## src/sv/matmul_reuse_factor_planner_core_macros.svh

```systemverilog
// Assertion macros for the reuse factor planner pick stage.
`ifndef MATMUL_REUSE_FACTOR_PLANNER_CORE_MACROS_SVH
`define MATMUL_REUSE_FACTOR_PLANNER_CORE_MACROS_SVH

// Same-cycle implication, checked outside reset.
`define MRFP_ASSERT_IMP(label, ante, cons, msg) \
  label: assert property (@(posedge clk) disable iff (rst) (ante) |-> (cons)) \
    else $error(msg);

// Next-cycle implication, checked outside reset.
`define MRFP_ASSERT_NEXT(label, ante, cons, msg) \
  label: assert property (@(posedge clk) disable iff (rst) (ante) |=> (cons)) \
    else $error(msg);

`endif

```

## src/sv/mrfp_pkg.sv

```systemverilog
// Shared widths, codes, stage payload types and helpers of the reuse factor planner.
package mrfp_pkg;

  localparam int DIM_W   = 16;
  localparam int REQ_W   = 8;
  localparam int CACHE_W = 11;
  localparam int TILE_W  = 16;
  localparam int LIM_W   = 10;
  localparam int HALF_W  = CACHE_W - 1;

  localparam int TILE_SIZE_DEF            = 16;
  localparam int DEFAULT_CACHE_BLOCKS_DEF = 16;
  localparam int FRAME_COUNT_DEF          = 8;

  localparam logic OP_SELECT   = 1'b0;
  localparam logic OP_LEGALIZE = 1'b1;

  typedef struct packed {
    logic              op;
    logic              is;
    logic [DIM_W-1:0]  dim_k;
    logic [DIM_W-1:0]  dim_n;
    logic [DIM_W-1:0]  dim_m;
    logic [REQ_W-1:0]  req_ia;
    logic [REQ_W-1:0]  req_w;
  } mrfp_req_t;

  typedef struct packed {
    logic              op;
    logic              is;
    logic              zero_sel;
    logic [TILE_W-1:0] row_t;
    logic [TILE_W-1:0] col_t;
    logic [HALF_W-1:0] half;
    logic [REQ_W-1:0]  req_ia;
    logic [REQ_W-1:0]  req_w;
  } mrfp_tiles_t;

  typedef struct packed {
    logic              op;
    logic              is;
    logic              zero_sel;
    logic [LIM_W-1:0]  ia_lim;
    logic [LIM_W-1:0]  w_lim;
    logic [TILE_W-1:0] col_t;
    logic [REQ_W-1:0]  req_ia;
    logic [REQ_W-1:0]  req_w;
  } mrfp_lims_t;

  function automatic logic [TILE_W-1:0] mrfp_pow2_floor(input logic [TILE_W-1:0] v);
    logic [TILE_W-1:0] r;
    r = TILE_W'(1);
    for (int i = 1; i < TILE_W; i++) begin
      if (v[i]) begin
        r = TILE_W'(1) << i;
      end
    end
    return r;
  endfunction

  function automatic logic [TILE_W-1:0] mrfp_min(input logic [TILE_W-1:0] a,
                                                  input logic [TILE_W-1:0] b);
    return (a < b) ? a : b;
  endfunction

endpackage

```

## src/sv/mrfp_tile_stage.sv

```systemverilog
// First stage: tile counts by reciprocal multiply, cache half limit and zero check.
module mrfp_tile_stage #(
  parameter int TILE_SIZE            = mrfp_pkg::TILE_SIZE_DEF,
  parameter int DEFAULT_CACHE_BLOCKS = mrfp_pkg::DEFAULT_CACHE_BLOCKS_DEF
) (
  input  logic                          clk,
  input  logic                          rst,
  input  logic [mrfp_pkg::CACHE_W-1:0]  cache_blocks,
  input  logic                          in_valid,
  output logic                          in_ready,
  input  mrfp_pkg::mrfp_req_t           in_item,
  output logic                          out_valid,
  input  logic                          out_ready,
  output mrfp_pkg::mrfp_tiles_t         out_item
);
  import mrfp_pkg::*;

  localparam int SUM_W   = DIM_W + 1;
  localparam int TLOG    = $clog2(TILE_SIZE);
  localparam int SHIFT   = SUM_W + TLOG;
  localparam int RECIP_W = SUM_W + 1;
  localparam int PROD_W  = SHIFT + TILE_W;
  localparam logic [RECIP_W-1:0] RECIP =
    RECIP_W'(((2 ** SHIFT) + TILE_SIZE - 1) / TILE_SIZE);

  logic [DIM_W-1:0]   row_d;
  logic [DIM_W-1:0]   col_d;
  logic [SUM_W-1:0]   row_sum;
  logic [SUM_W-1:0]   col_sum;
  logic [PROD_W-1:0]  row_prod;
  logic [PROD_W-1:0]  col_prod;
  logic [TILE_W-1:0]  row_q;
  logic [TILE_W-1:0]  col_q;
  logic [CACHE_W-1:0] blocks;
  logic [HALF_W-1:0]  half_raw;
  mrfp_tiles_t        item_next;

  assign in_ready = !out_valid || out_ready;

  always_comb begin
    row_d    = in_item.is ? in_item.dim_m : in_item.dim_k;
    col_d    = in_item.is ? in_item.dim_k : in_item.dim_m;
    row_sum  = SUM_W'(row_d) + SUM_W'(TILE_SIZE - 1);
    col_sum  = SUM_W'(col_d) + SUM_W'(TILE_SIZE - 1);
    row_prod = PROD_W'(row_sum) * PROD_W'(RECIP);
    col_prod = PROD_W'(col_sum) * PROD_W'(RECIP);
    row_q    = row_prod[SHIFT +: TILE_W];
    col_q    = col_prod[SHIFT +: TILE_W];
    blocks   = (cache_blocks == '0) ? CACHE_W'(DEFAULT_CACHE_BLOCKS) : cache_blocks;
    half_raw = blocks[CACHE_W-1:1];

    item_next.op       = in_item.op;
    item_next.is       = in_item.is;
    item_next.zero_sel = (in_item.op == OP_SELECT) &&
                         ((in_item.dim_k == '0) || (in_item.dim_n == '0) ||
                          (in_item.dim_m == '0));
    item_next.row_t    = (row_q == '0) ? TILE_W'(1) : row_q;
    item_next.col_t    = (col_q == '0) ? TILE_W'(1) : col_q;
    item_next.half     = (half_raw == '0) ? HALF_W'(1) : half_raw;
    item_next.req_ia   = in_item.req_ia;
    item_next.req_w    = in_item.req_w;
  end

  always_ff @(posedge clk) begin
    if (rst) begin
      out_valid <= 1'b0;
    end else if (in_ready) begin
      out_valid <= in_valid;
    end
  end

  always_ff @(posedge clk) begin
    if (in_ready && in_valid) begin
      out_item <= item_next;
    end
  end

endmodule

```

## src/sv/mrfp_limit_stage.sv

```systemverilog
// Second stage: activation and weight limits rounded down to powers of two.
module mrfp_limit_stage #(
  parameter int FRAME_COUNT = mrfp_pkg::FRAME_COUNT_DEF
) (
  input  logic                  clk,
  input  logic                  rst,
  input  logic                  in_valid,
  output logic                  in_ready,
  input  mrfp_pkg::mrfp_tiles_t in_item,
  output logic                  out_valid,
  input  logic                  out_ready,
  output mrfp_pkg::mrfp_lims_t  out_item
);
  import mrfp_pkg::*;

  logic [TILE_W-1:0] ia_p2;
  logic [TILE_W-1:0] w_p2;
  mrfp_lims_t        item_next;

  assign in_ready = !out_valid || out_ready;

  always_comb begin
    ia_p2 = mrfp_pow2_floor(mrfp_min(in_item.row_t, TILE_W'(in_item.half)));
    w_p2  = mrfp_pow2_floor(mrfp_min(in_item.col_t, TILE_W'(FRAME_COUNT)));

    item_next.op       = in_item.op;
    item_next.is       = in_item.is;
    item_next.zero_sel = in_item.zero_sel;
    item_next.ia_lim   = ia_p2[LIM_W-1:0];
    item_next.w_lim    = w_p2[LIM_W-1:0];
    item_next.col_t    = in_item.col_t;
    item_next.req_ia   = in_item.req_ia;
    item_next.req_w    = in_item.req_w;
  end

  always_ff @(posedge clk) begin
    if (rst) begin
      out_valid <= 1'b0;
    end else if (in_ready) begin
      out_valid <= in_valid;
    end
  end

  always_ff @(posedge clk) begin
    if (in_ready && in_valid) begin
      out_item <= item_next;
    end
  end

endmodule

```

## src/sv/mrfp_pick_stage.sv

```systemverilog
// Last stage: coupling, select or legalize, weight raise and the output register.
module mrfp_pick_stage (
  input  logic                        clk,
  input  logic                        rst,
  input  logic                        in_valid,
  output logic                        in_ready,
  input  mrfp_pkg::mrfp_lims_t        in_item,
  output logic                        out_valid,
  input  logic                        out_ready,
  output logic [mrfp_pkg::LIM_W-1:0]  out_ia,
  output logic [mrfp_pkg::LIM_W-1:0]  out_w
);
  import mrfp_pkg::*;
  `include "matmul_reuse_factor_planner_core_macros.svh"

  logic [LIM_W-1:0]  ia_lim;
  logic [TILE_W-1:0] ia_p2;
  logic [TILE_W-1:0] w_p2;
  logic [LIM_W-1:0]  leg_ia;
  logic [LIM_W-1:0]  leg_w;
  logic [LIM_W-1:0]  ia_next;
  logic [LIM_W-1:0]  w_next;

  assign in_ready = !out_valid || out_ready;

  always_comb begin
    ia_lim = (in_item.is && (in_item.w_lim < in_item.ia_lim)) ? in_item.w_lim
                                                              : in_item.ia_lim;
    ia_p2  = mrfp_pow2_floor(mrfp_min(TILE_W'(in_item.req_ia), TILE_W'(ia_lim)));
    w_p2   = mrfp_pow2_floor(mrfp_min(TILE_W'(in_item.req_w), TILE_W'(in_item.w_lim)));
    leg_ia = (in_item.req_ia != '0) ? ia_p2[LIM_W-1:0] : '0;
    leg_w  = (in_item.req_w != '0) ? w_p2[LIM_W-1:0] : '0;
    if (in_item.is && (leg_ia != '0) && (leg_w != '0) && (leg_w < leg_ia) &&
        (in_item.col_t >= TILE_W'(leg_ia))) begin
      leg_w = leg_ia;
    end
    if (in_item.zero_sel) begin
      ia_next = LIM_W'(1);
      w_next  = LIM_W'(1);
    end else if (in_item.op == OP_SELECT) begin
      ia_next = ia_lim;
      w_next  = in_item.w_lim;
    end else begin
      ia_next = leg_ia;
      w_next  = leg_w;
    end
  end

  always_ff @(posedge clk) begin
    if (rst) begin
      out_valid <= 1'b0;
    end else if (in_ready) begin
      out_valid <= in_valid;
    end
  end

  always_ff @(posedge clk) begin
    if (in_ready && in_valid) begin
      out_ia <= ia_next;
      out_w  <= w_next;
    end
  end

  `MRFP_ASSERT_NEXT(a_zero_dim_gives_one, in_valid && in_ready && in_item.zero_sel,
    (out_ia == LIM_W'(1)) && (out_w == LIM_W'(1)), "zero dimension select not one")
  `MRFP_ASSERT_NEXT(a_select_nonzero, in_valid && in_ready && (in_item.op == OP_SELECT),
    (out_ia != '0) && (out_w != '0), "select produced a zero reuse")
  `MRFP_ASSERT_NEXT(a_is_select_coupled,
    in_valid && in_ready && (in_item.op == OP_SELECT) && in_item.is && !in_item.zero_sel,
    out_ia <= out_w, "input stationary activation reuse above weight reuse")

endmodule

```

## src/sv/matmul_reuse_factor_planner_core.sv

```systemverilog
// Reuse factor planner: three register stages, one request per cycle while the
// output is taken. A request passes the tile, limit and pick stage registers in
// that order. A stage takes a new request whenever its register is empty or the
// stage after it takes the request it holds. Requests therefore stream back to
// back while the output is taken, and a stalled output backs the stages up
// without loss. The first stage holds the reciprocal multiplies that divide K and
// M by the tile size. The cache_blocks register is written over the cfg channel,
// which is always ready; write it only while no request is in flight.
module matmul_reuse_factor_planner_core #(
  parameter int TILE_SIZE            = mrfp_pkg::TILE_SIZE_DEF,
  parameter int DEFAULT_CACHE_BLOCKS = mrfp_pkg::DEFAULT_CACHE_BLOCKS_DEF,
  parameter int FRAME_COUNT          = mrfp_pkg::FRAME_COUNT_DEF
) (
  input  logic                         clk,
  input  logic                         rst,
  input  logic                         cfg_valid,
  output logic                         cfg_ready,
  input  logic [mrfp_pkg::CACHE_W-1:0] cfg_data,   // cache_blocks
  input  logic                         s_tvalid,
  output logic                         s_tready,
  input  logic [63:0]                  s_tdata,    // dim_k, dim_n, dim_m, requested_ia_reuse, requested_w_reuse
  input  logic [1:0]                   s_tuser,    // operation, input_stationary
  output logic                         m_tvalid,
  input  logic                         m_tready,
  output logic [23:0]                  m_tdata     // ia_reuse, w_reuse, zero pad
);
  import mrfp_pkg::*;

  logic [CACHE_W-1:0] cache_blocks;
  mrfp_req_t          req;
  logic               tile_valid;
  logic               tile_ready;
  mrfp_tiles_t        tile_item;
  logic               lim_valid;
  logic               lim_ready;
  mrfp_lims_t         lim_item;
  logic [LIM_W-1:0]   ia_reuse;
  logic [LIM_W-1:0]   w_reuse;

  assign cfg_ready = 1'b1;

  always_ff @(posedge clk) begin
    if (rst) begin
      cache_blocks <= '0;
    end else if (cfg_valid && cfg_ready) begin
      cache_blocks <= cfg_data;
    end
  end

  always_comb begin
    req.op     = s_tuser[0];
    req.is     = s_tuser[1];
    req.dim_k  = s_tdata[15:0];
    req.dim_n  = s_tdata[31:16];
    req.dim_m  = s_tdata[47:32];
    req.req_ia = s_tdata[55:48];
    req.req_w  = s_tdata[63:56];
  end

  mrfp_tile_stage #(
    .TILE_SIZE            (TILE_SIZE),
    .DEFAULT_CACHE_BLOCKS (DEFAULT_CACHE_BLOCKS)
  ) u_tile (
    .clk          (clk),
    .rst          (rst),
    .cache_blocks (cache_blocks),
    .in_valid     (s_tvalid),
    .in_ready     (s_tready),
    .in_item      (req),
    .out_valid    (tile_valid),
    .out_ready    (tile_ready),
    .out_item     (tile_item)
  );

  mrfp_limit_stage #(
    .FRAME_COUNT (FRAME_COUNT)
  ) u_limit (
    .clk       (clk),
    .rst       (rst),
    .in_valid  (tile_valid),
    .in_ready  (tile_ready),
    .in_item   (tile_item),
    .out_valid (lim_valid),
    .out_ready (lim_ready),
    .out_item  (lim_item)
  );

  mrfp_pick_stage u_pick (
    .clk       (clk),
    .rst       (rst),
    .in_valid  (lim_valid),
    .in_ready  (lim_ready),
    .in_item   (lim_item),
    .out_valid (m_tvalid),
    .out_ready (m_tready),
    .out_ia    (ia_reuse),
    .out_w     (w_reuse)
  );

  assign m_tdata = {4'b0000, w_reuse, ia_reuse};

endmodule

```

## config.mk

```make
export PLATFORM = sky130hd
export DESIGN_NAME = matmul_reuse_factor_planner_core
export DESIGN_NICKNAME = d
export VERILOG_FILES = /design/src/sv/mrfp_pkg.sv /design/src/sv/mrfp_tile_stage.sv /design/src/sv/mrfp_limit_stage.sv /design/src/sv/mrfp_pick_stage.sv /design/src/sv/matmul_reuse_factor_planner_core.sv
export VERILOG_INCLUDE_DIRS = /design/src /design/src/sv
export SDC_FILE = /design/constraint.sdc
export NUM_CORES = 1
export LEC_CHECK = 0
export BUFFER_PORTS_ARGS = -buffer_cell sky130_fd_sc_hd__buf_2
export CORE_ASPECT_RATIO = 1.75
export CORE_MARGIN = 2
export CORE_UTILIZATION = 58
export DETAILED_ROUTE_END_ITERATION = 10
export PLACE_DENSITY = 0.8
export SETUP_SLACK_MARGIN = 0.4
export SLEW_MARGIN = 20
export SYNTH_ARGS = -nofsm -noshare
export SYNTH_HDL_FRONTEND = slang
export SYNTH_SLANG_ARGS = --single-unit
```

## constraint.sdc

```tcl
create_clock -name clk -period 7.2 [get_ports clk]
set_input_delay 0 -clock clk [delete_from_list [all_inputs] [get_ports clk]]
set_output_delay 0 -clock clk [all_outputs]
set_load 0.03 [all_outputs]
```

==> impl_metrics.yaml, run 1 <==
outcome:
  status: "completed"
clock_network:
  clock_latency_ps: 430
  clkSinkCount: 141
  clockRootBuffer: "clkbuf_16"
  clockBufferDepth: 2
  numCtsBuffers: 17
  tritoncts: "yes"
  path_clk_slew_ps: 60
  h-tree-depth: 4
layout:
  final_common_cell: "edfxtp_1"
  layout_common_cells: "edfxtp_1, buf_2, nor2_1"
  area_growth_pct: 23.2
  nets: 1033
  num_antenna_cells: 0
  final_util_pct: 72.4
  drive_gt1_share_pct: 20.1
power_and_ir_drop:
  peakVddDrop_uv: 243
  clkPwrFrac_pct: 41.1
  power_density_nw_per_um2: 224
  finalPower_mw: 2.22
  netSwitchingPower_mw: 0.619
  p_comb_share_pct: 14.1
  leakage_nw: 3.94
  swShare_pct: 27.9
  seqPwrFrac_pct: 44.8
  p_int_mw: 1.60
timing:
  rsz0062_at_grt: "no"
  max_freq_ghz: 0.154
  post-route-min-period_ps: 6500
  worst_pin_slew_ps: 946
  setup-tns-final_ps: 0
  relSlewSlack_pct: 37.0
  min_period_over_period_pct: 90.3
  hold_viol: 0
  skew_ps: 13.9
  slew_violations: 0
  finalSetupViolations: 0
floorplan:
  die_area_sq_um: 14900
  rows: 57
  io_pins: 109
  fp.dieW_um: 93.1
  die_h_um: 160
  core-area_sq_um: 13700
  start_util_pct: 58.8
place:
  dpl.hpwl_um: 16600
  port_buffers: 103
  routabilityCongestion: 0.970
grt:
  grt_max_degree: 56
  grt_use_total_pct: 32.2
  antenna_found_initial: 0
  grt_overflow: 0
  grt_pass1_vias: 6617
  grt_first_pass_wirelength_um: 36000
yosys:
  synth_cell_types: 72
  muxShareOfSynthArea_pct: 5.08
  synthAdderAreaFrac_pct: 7.77
  synth_area_sq_um: 8050
  avgSynthCellArea_sq_um: 10.9
  ys_ff_latch: 141
  yosysWarnings: 0
  synth_edf_count: 127
  ys_seq_area_share_pct: 50.9
  synthSimpleGateAreaFrac_pct: 16.5
  synth_top_family_by_area: "simple AND/OR/NAND/NOR gates"
  synth-xor-area-share_pct: 2.61
  ys.flop_type: "edfxtp_1"
  synthArstFlopShare_pct: 0
  syn_inst: 741
  synth_compound_area_share_pct: 13.2
critical_path:
  worstSetupStartpointType: "flop"
  cp-end-kind: "flop"
  cp.arrival_ps: 6730
  reg2regPathDepth: 25
  path_max_fanout: 15
  rrSetupSlack_ps: 700
  required_ps: 7430
  worstSetupPathType: "reg2reg"
route:
  vias_per_cell: 6.03
  drt_first_iter_violations: 425
  drc: 0
  vias: 6579
  ant_nets: 0
  post_drt_wl_per_cell_um: 21.3
  drt-total-wl_um: 23300
  first_pass_iters: 7
min_path:
  holdPathStages: 4
  hp-class: "in2reg"
flow_run:
  cap_viol_max_count: 0
[area by class of cell]
cell class,instances,area [sq um]
clock buffers,18,450
clock inverters,14,160
fillers,994,3770
inverters,42,158
multi-input cells,539,3780
flip-flops and latches,141,4090
well taps,177,221
repair buffers,160,1050
[through the flow]
step	setup slack, ps	instance area [sq um]	instances	hold slack (ps)
after floorplan	1280	8110	756	69.1
after global placement	492	8730	1005	177
after detailed placement	362	8730	1005	178
after CTS	464	9790	1080	19.2
after global routing	373	9920	1091	42.5
final	701	9920	1091	28.0
[worst paths after layout]
kind                        start                    to
min                   s_tdata[25]   u_tile.out_item[58]
min reg2reg   u_tile.out_item[59]  u_limit.out_item[53]
max          u_limit.out_item[34]       u_pick.out_w[7]
max reg2reg  u_limit.out_item[34]       u_pick.out_w[7]
[Yosys cell counts (all sizes together), types with 15 or more instances]
library cell | number | share of area, %
clkbuf | 22 | 1.0
nor2 | 76 | 3.6
a21oi | 32 | 2.0
edfxtp | 127 | 47
a211oi | 16 | 1.7
nand2 | 48 | 2.3
mux2i | 36 | 4.5
ha | 50 | 7.8
nand3 | 26 | 1.6
nor4 | 15 | 1.2
nor3 | 23 | 1.6
o21ai | 31 | 1.9
inv | 42 | 2.0
[what timing repair did]
item,in CTS,in global routing
hold endpoints to repair,32,0
buffers inserted,0,11
pin swaps,0,3
resized for setup,3,8
endpoints found under the setup margin,6,7
hold buffers,43,0
[power by group through the flow]
stage	combinational, mW	clock (mW)	sequential [mW]
floorplan	0.186	0	1.00
global placement	0.265	0	1.01
detailed placement	0.273	0	1.01
CTS	0.294	0.909	0.993
global route	0.343	0.946	0.998
finish	0.314	0.912	0.994
[per-layer routing]
| metal | wire [um] | GRT usage (%) |
|---|---|---|
| met2 | 13000 | 59.9 |
| met3 | 898 | 3.73 |
| met4 | 1400 | 19.5 |
| met5 | 0 | 0 |
| met1 | 7940 | 33.5 |
[cell families (layout without fill, tap and decap cells)]
family | Yosys count | in the layout
xor gates and xnor gates | 24 | 24
muxes | 40 | 40
buffers and inverters | 76 | 234
AOI/OAI and AO/OA | 147 | 147
adders and majority gates | 50 | 50
other | 2 | 17
DFF | 141 | 141
and+or+nand+nor | 261 | 261
[registers in the layout (all words and copies together), names as in the netlist]
register and count:
cache_blocks 11, u_limit.out_item 52, u_limit.out_valid 1, u_pick.out_ia 10
u_pick.out_valid 1, u_pick.out_w 10, u_tile.out_item 55, u_tile.out_valid 1
[critical path, cell delays in order (launching register included)]
cell	delay, ps
edfxtp_1	510
ha_1	370
nand4_2	160
a221o_1	460
nand2_4	180
a21o_1	200
inv_1	90
ha_1	300
and3_1	160
o2111ai_1	170
a2111oi_2	390
mux2i_1	200
or3_4	400
a211oi_2	270
a21oi_1	140
ha_1	350
a21o_1	180
a21o_1	160
a21oi_1	140
o211ai_1	110
a211oi_1	180
o21ai_1	150
nor3_2	310
a31oi_4	210
or2_1	270
a311oi_1	260
(Power assumes the default switching activity.)
==> run 2, diff against run 1 <==
--- a/config.mk
+++ b/config.mk
@@ -6,12 +6,14 @@
 export SDC_FILE = /design/constraint.sdc
 export NUM_CORES = 1
 export LEC_CHECK = 0
+export ABC_AREA = 1
 export BUFFER_PORTS_ARGS = -buffer_cell sky130_fd_sc_hd__buf_2
 export CORE_ASPECT_RATIO = 1.75
 export CORE_MARGIN = 2
 export CORE_UTILIZATION = 58
 export DETAILED_ROUTE_END_ITERATION = 10
 export PLACE_DENSITY = 0.8
+export REMOVE_ABC_BUFFERS = 1
 export SETUP_SLACK_MARGIN = 0.4
 export SLEW_MARGIN = 20
 export SYNTH_ARGS = -nofsm -noshare
==> run 2 against run 1 <==
Synthesized cell count is 12% higher. Power is 6.3% lower. Sequential share of layout area is 1.1 points higher. Sequential power is 3.1% lower. Highest routed layer unchanged. Core utilization is 0.12 points higher. Flip-flop and latch count stayed put. Clock skew is 1.9 ps higher.
==> impl_metrics.yaml, run 2 <==
outcome:
  status: "completed"
grt:
  grt_first_pass_wirelength_um: 30100
  grt_max_degree: 56
  grt_overflow: 0
  antenna_found_initial: 0
  grt_pass1_vias: 6465
  grt_use_total_pct: 27.2
place:
  postPlaceCellArea_sq_um: 8550
  dpl.hpwl_um: 13300
  routabilityCongestion: 0.980
  dp.cells: 1093
  port_buffers: 103
  dpl_worst_slack_ps: 1550
min_path:
  hp-class: "in2reg"
layout:
  area_growth_pct: 22.6
  final_cells: 1179
  seq_area_sq_um: 4090
  top_regs: "u_tile.out_item (55), u_limit.out_item (52), cache_blocks (11)"
  nets: 1124
  multi_input_area_sq_um: 3230
  layout_common_cells: "nand2_1, edfxtp_1, inv_1"
  fillerInstances: 958
  largest_register: "u_tile.out_item"
  final_area_sq_um: 9660
  largest_reg_flops: 55
  num_antenna_cells: 0
  final_common_cell: "nand2_1"
  drive_gt1_share_pct: 19.4
critical_path:
  worstSetupStartpointType: "flop"
  cp.arrival_ps: 5870
  path_max_fanout: 17
  cp-end-kind: "flop"
  worstSetupPathType: "reg2reg"
  crit_path_frequent_cell: "nand2_1"
  required_ps: 7370
  crit_buf_inv: 2
  max_stage_delay_ps: 430
  cp_slowest_cell: "edfxtp_1"
  crit_family: "simple AND/OR/NAND/NOR gates"
power_and_ir_drop:
  p_comb_share_pct: 14.0
  peakVddDrop_uv: 186
  clkPwrFrac_pct: 39.7
  power_density_nw_per_um2: 215
  seqPwrFrac_pct: 46.3
  p_int_mw: 1.52
  leakage_nw: 4.28
  swShare_pct: 27.1
  netSwitchingPower_mw: 0.564
clock_network:
  postCtsSetupBuffers: 0
  clockRootBuffer: "clkbuf_16"
  numCtsBuffers: 17
  path_clk_slew_ps: 60
  h-tree-depth: 4
  clkSinkCount: 141
  tritoncts: "yes"
  clockBufferDepth: 2
  clock_latency_ps: 420
yosys:
  muxShareOfSynthArea_pct: 0.889
  netlist_top_cells_count: "nand2_1, edfxtp_1, inv_1, ha_1, nor2_1"
  syn_inst: 827
  synth_compound_area_share_pct: 8.11
  ys_seq_area_share_pct: 52.0
  ys_ff_latch: 141
  avgSynthCellArea_sq_um: 9.53
  synth_edf_count: 127
  ys.flop_type: "edfxtp_1"
  synthSimpleGateAreaFrac_pct: 21.7
  netlist_top_cells_area: "edfxtp_1, ha_1, nand2_1"
  yosysWarnings: 0
  yosysMostFrequentCell: "nand2_1"
  synth-xor-area-share_pct: 1.44
  yosys.area.top_type: "edfxtp_1"
  synth_area_sq_um: 7880
  synthArstFlopShare_pct: 0
  synth_cell_types: 48
  synthAdderAreaFrac_pct: 7.94
  synth_top_family_by_area: "simple AND/OR/NAND/NOR gates"
  synth_top_area_share_pct: 48.4
route:
  ant_nets: 0
  drt-total-wl_um: 18800
  drc: 0
  drt_first_iter_violations: 397
  first_pass_iters: 6
  vias: 6363
  post_drt_wl_per_cell_um: 16.0
  vias_per_cell: 5.40
floorplan:
  fp.dieW_um: 92.1
  rows: 56
  start_util_pct: 59.2
  core-area_sq_um: 13300
  die_area_sq_um: 14600
  die_h_um: 158
  io_pins: 109
timing:
  fin_ws_ps: 1500
  rsz0062_at_grt: "no"
  hold_viol: 0
  post-route-min-period_ps: 5700
  min_period_over_period_pct: 79.2
  max_freq_ghz: 0.175
  slew_violations: 0
  skew_ps: 15.8
  setup-tns-final_ps: 0
  worst_pin_slew_ps: 1100
  finalSetupViolations: 0
  relSlewSlack_pct: 26.4
flow_run:
  cap_viol_max_count: 0
## run 2: logic make-up after synthesis
| kind of cell | after synthesis |
|---|---|
| other | 2 |
| and+or+nand+nor | 339 |
| adders and majority gates | 50 |
| AOI/OAI and AO/OA | 117 |
| DFF | 141 |
| xor gates and xnor gates | 13 |
| buffers and inverters | 158 |
| muxes | 7 |
## run 2: cell type report
type,count,share of cell area (%)
sequential,141,42.4
multi-input combinational,543,33.4
timing repair buffer,158,11.0
inverter,131,5.10
clock buffer,18,4.55
tap,174,2.25
clock inverter,14,1.30
## run 2: worst register-to-register path: cells and delay by family, from the launching register on
family / cells / cell delay (ps)
AND/OR/NAND/NOR: 17 / 2020
AO/OA/AOI/OAI: 12 / 1630
adder cells (fa/ha/maj): 3 / 1020
flip-flops: 1 / 430
buffers and inverters: 2 / 370
## run 2: what timing repair did
action,4_1_cts,5_1_grt
hold buffers,54,0
gates resized for setup,0,0
setup endpoints to repair,0,0
endpoints found under the hold margin,32,0
## run 2: final timing paths
kind | cells past startpoint | slack, ps | start | endpoint
worst min register to register | 0 | 420 | u_tile.out_item[58] | u_limit.out_item[52]
worst max register to register | 34 | 1500 | u_limit.out_item[37] | u_pick.out_w[0]
worst min-delay path | 5 | 100 | s_tdata[36] | u_tile.out_item[26]
worst max-delay path | 34 | 1500 | u_limit.out_item[37] | u_pick.out_w[0]
## run 2: layer usage
layer,global-route usage [%],share of wire (%),vias to the layer above
met2,51.4,56,217
met5,0,0,-
li1,-,-,3141
met4,19.3,6.5,0
met3,4.28,3.3,80
met1,26.4,35,2925
## run 2: stage by stage
step / utilization [%] / hold WS, ps / total power, mW
after detailed placement: 64.3 / 179 / 1.24
after CTS: 72.6 / 70.4 / 2.08
after global placement: 64.3 / 177 / 1.23
after global routing: 72.6 / 109 / 2.16
after floorplan: - / 69.1 / 1.15
final: 72.6 / 102 / 2.08
## run 2: power groups by stage
stage | combinational (mW) | clock (mW) | sequential [mW]
floorplan | 0.168 | 0 | 0.981
global route | 0.325 | 0.871 | 0.966
global placement | 0.251 | 0 | 0.977
detailed placement | 0.258 | 0 | 0.979
finish | 0.291 | 0.826 | 0.963
CTS | 0.284 | 0.830 | 0.962
==> run 3, diff against run 2 <==
--- a/config.mk
+++ b/config.mk
@@ -6,7 +6,7 @@
 export SDC_FILE = /design/constraint.sdc
 export NUM_CORES = 1
 export LEC_CHECK = 0
-export ABC_AREA = 1
+export ABC_AREA = 0
 export BUFFER_PORTS_ARGS = -buffer_cell sky130_fd_sc_hd__buf_2
 export CORE_ASPECT_RATIO = 1.75
 export CORE_MARGIN = 2
==> constraint.sdc (replaced) <==
create_clock -name clk -period 5.4 [get_ports clk]
set_input_delay 0 -clock clk [delete_from_list [all_inputs] [get_ports clk]]
set_output_delay 0 -clock clk [all_outputs]
set_load 0.03 [all_outputs]
==> run 3 against run 2 <==
The run now ends with negative setup slack left. Clock power rose by 38%. Die area rose by 2.1%. Cell area rose by 13%. Combinational power rose by 87%. Sequential share of layout area fell by 5.0 points. Clock-buffer cell count fell by 1. Fmax fell by 4.6%. Clock skew fell by 5.8 ps. Flip-flop and latch count did not move. Final cell count rose by 0.85%. Critical path type unchanged. Largest cell class is now multi-input combinational cells.
==> impl_metrics.yaml, run 3 (synthesis results as in run 1) <==
outcome:
  status: "finished with violations"
  violations: "negative setup slack"
power_and_ir_drop:
  swShare_pct: 29.0
  p_int_mw: 2.13
  power_density_nw_per_um2: 274
  leakage_nw: 4.41
  seqPwrFrac_pct: 44.0
  clkPwrFrac_pct: 37.9
  peakVddDrop_uv: 273
  netSwitchingPower_mw: 0.873
  p_comb_share_pct: 18.1
critical_path:
  rrSetupSlack_ps: -580
  worstSetupPathType: "reg2reg"
  crit_path_frequent_cell: "buf_4"
  cp.arrival_ps: 6220
  cp-end-kind: "flop"
  cp_slowest_cell: "edfxtp_1"
  reg2regPathDepth: 28
  required_ps: 5640
  rr_endpoint: "u_pick.out_w[4]"
  worstSetupStartpointType: "flop"
  path_max_fanout: 6
  max_stage_delay_ps: 400
  rr_startpoint: "u_limit.out_item[50]"
timing:
  rsz0062_at_grt: "yes"
  setup-tns-final_ps: -4090
  min_period_over_period_pct: 111
  fin_ws_ps: -581
  finalSetupViolations: 8
  max_freq_ghz: 0.167
  post-route-min-period_ps: 5980
  hold_viol: 0
  skew_ps: 10.0
  worst_pin_slew_ps: 1080
  slew_violations: 0
  whs_ps: 10.4
  relSlewSlack_pct: 28.2
clock_network:
  h-tree-depth: 4
  clockRootBuffer: "clkbuf_16"
  path_clk_slew_ps: 70
  clockBufferDepth: 2
  clock_latency_ps: 430
  numCtsBuffers: 17
  clkSinkCount: 141
  tritoncts: "yes"
route:
  post_drt_wl_per_cell_um: 20.9
  vias: 7152
  wl_met2_um: 13700
  highest_layer: "met4"
  ant_nets: 0
  drc: 0
  first_pass_iters: 6
  wl_met3_um: 1080
  drt_first_iter_violations: 430
  vias_per_cell: 6.02
  drt-total-wl_um: 24900
  met1Wirelength_um: 8100
grt:
  grt_first_pass_wirelength_um: 36900
  grt_max_degree: 56
  grt_overflow: 0
  antenna_found_initial: 0
  grt_use_total_pct: 32.8
  grt_pass1_vias: 7282
place:
  port_buffers: 103
  routabilityCongestion: 0.979
  dpl.hpwl_um: 16600
layout:
  num_antenna_cells: 0
  layout_common_cells: "edfxtp_1, buf_4, buf_2"
  final_common_cell: "edfxtp_1"
  largest_reg_flops: 55
  nets: 1131
  drive_gt1_share_pct: 32.6
  top_regs: "u_tile.out_item (55), u_limit.out_item (52), cache_blocks (11)"
  area_growth_pct: 36.2
  fillerInstances: 817
  largest_register: "u_tile.out_item"
floorplan:
  core-area_sq_um: 13700
  start_util_pct: 58.8
  die_h_um: 160
  die_area_sq_um: 14900
  io_pins: 109
  fp.dieW_um: 93.1
  rows: 57
flow_run:
  cap_viol_max_count: 0
min_path:
  hp-class: "in2reg"
  hp-start: "s_tdata[30]"
  holdPathEnd: "u_tile.out_item[58]"
  holdPathStages: 4
==> run 3: stage by stage <==
stage	cell area (sq um)	power, mW	std cells	worst slack (ps)	util (%)
floorplan	7950	1.56	722	-549	-
global placement	9400	1.75	1094	-749	68.7
detailed placement	9400	1.77	1094	-963	68.7
CTS	10700	2.95	1180	-338	78.5
global route	11000	3.08	1189	-819	80.1
finish	11000	3.01	1189	-581	80.1
==> run 3: worst max path at each step <==
stage	startpoint	end	slack [ps]
3_3_place_gp	u_limit.out_item[37]	u_pick.out_w[4]	-750
4_1_cts	u_limit.out_item[38]	u_pick.out_w[3]	-340
3_5_place_dp	u_limit.out_item[39]	u_pick.out_w[3]	-960
5_1_grt	u_limit.out_item[49]	u_pick.out_w[4]	-820
6_report	u_limit.out_item[50]	u_pick.out_w[4]	-580
2_1_floorplan	u_limit.out_item[36]	u_pick.out_w[1]	-550
==> run 3: layout make-up <==
cell class | instances | area [sq um] | share of cell area [%]
repair buffers | 256 | 1790 | 16.3
clock buffers | 17 | 425 | 3.88
well taps | 177 | 221 | 2.02
clock inverters | 15 | 149 | 1.36
flip-flops and latches | 141 | 4090 | 37.3
multi-input cells | 541 | 4130 | 37.7
inverters | 42 | 158 | 1.44
==> run 3: worst max-delay path: cells and delay by family (launching register included) <==
kind / cells / cell delay (ps)
multiplexers: 1 / 140
adder cells (fa/ha/maj): 3 / 860
flip-flops: 1 / 400
AO/OA/AOI/OAI: 15 / 2580
AND/OR/NAND/NOR: 5 / 1180
buffers and inverters: 4 / 630
==> run 3: power groups by stage <==
stage               combinational, mW  sequential (mW)  clock [mW]
floorplan                       0.228             1.34           0
global placement                0.415             1.34           0
detailed placement              0.430             1.34           0
CTS                             0.500             1.32        1.13
global route                    0.583             1.33        1.17
finish                          0.545             1.32        1.14
==> run 3: layer usage <==
metal	up-vias	GRT usage, %
li1	3258	-
met1	3429	30.4
met2	346	62.8
met3	119	4.67
met4	0	23.4
met5	-	0
==> run 3: what timing repair did <==
| action | 4_1_cts | 5_1_grt |
|---|---|---|
| hold buffers | 41 | 0 |
| setup buffers | 11 | 9 |
| resized for setup | 50 | 27 |
| gates cloned | 2 | 0 |
| setup endpoints to repair | 8 | 8 |
| endpoints found under the hold margin | 32 | 0 |
| pin swaps | 23 | 8 |
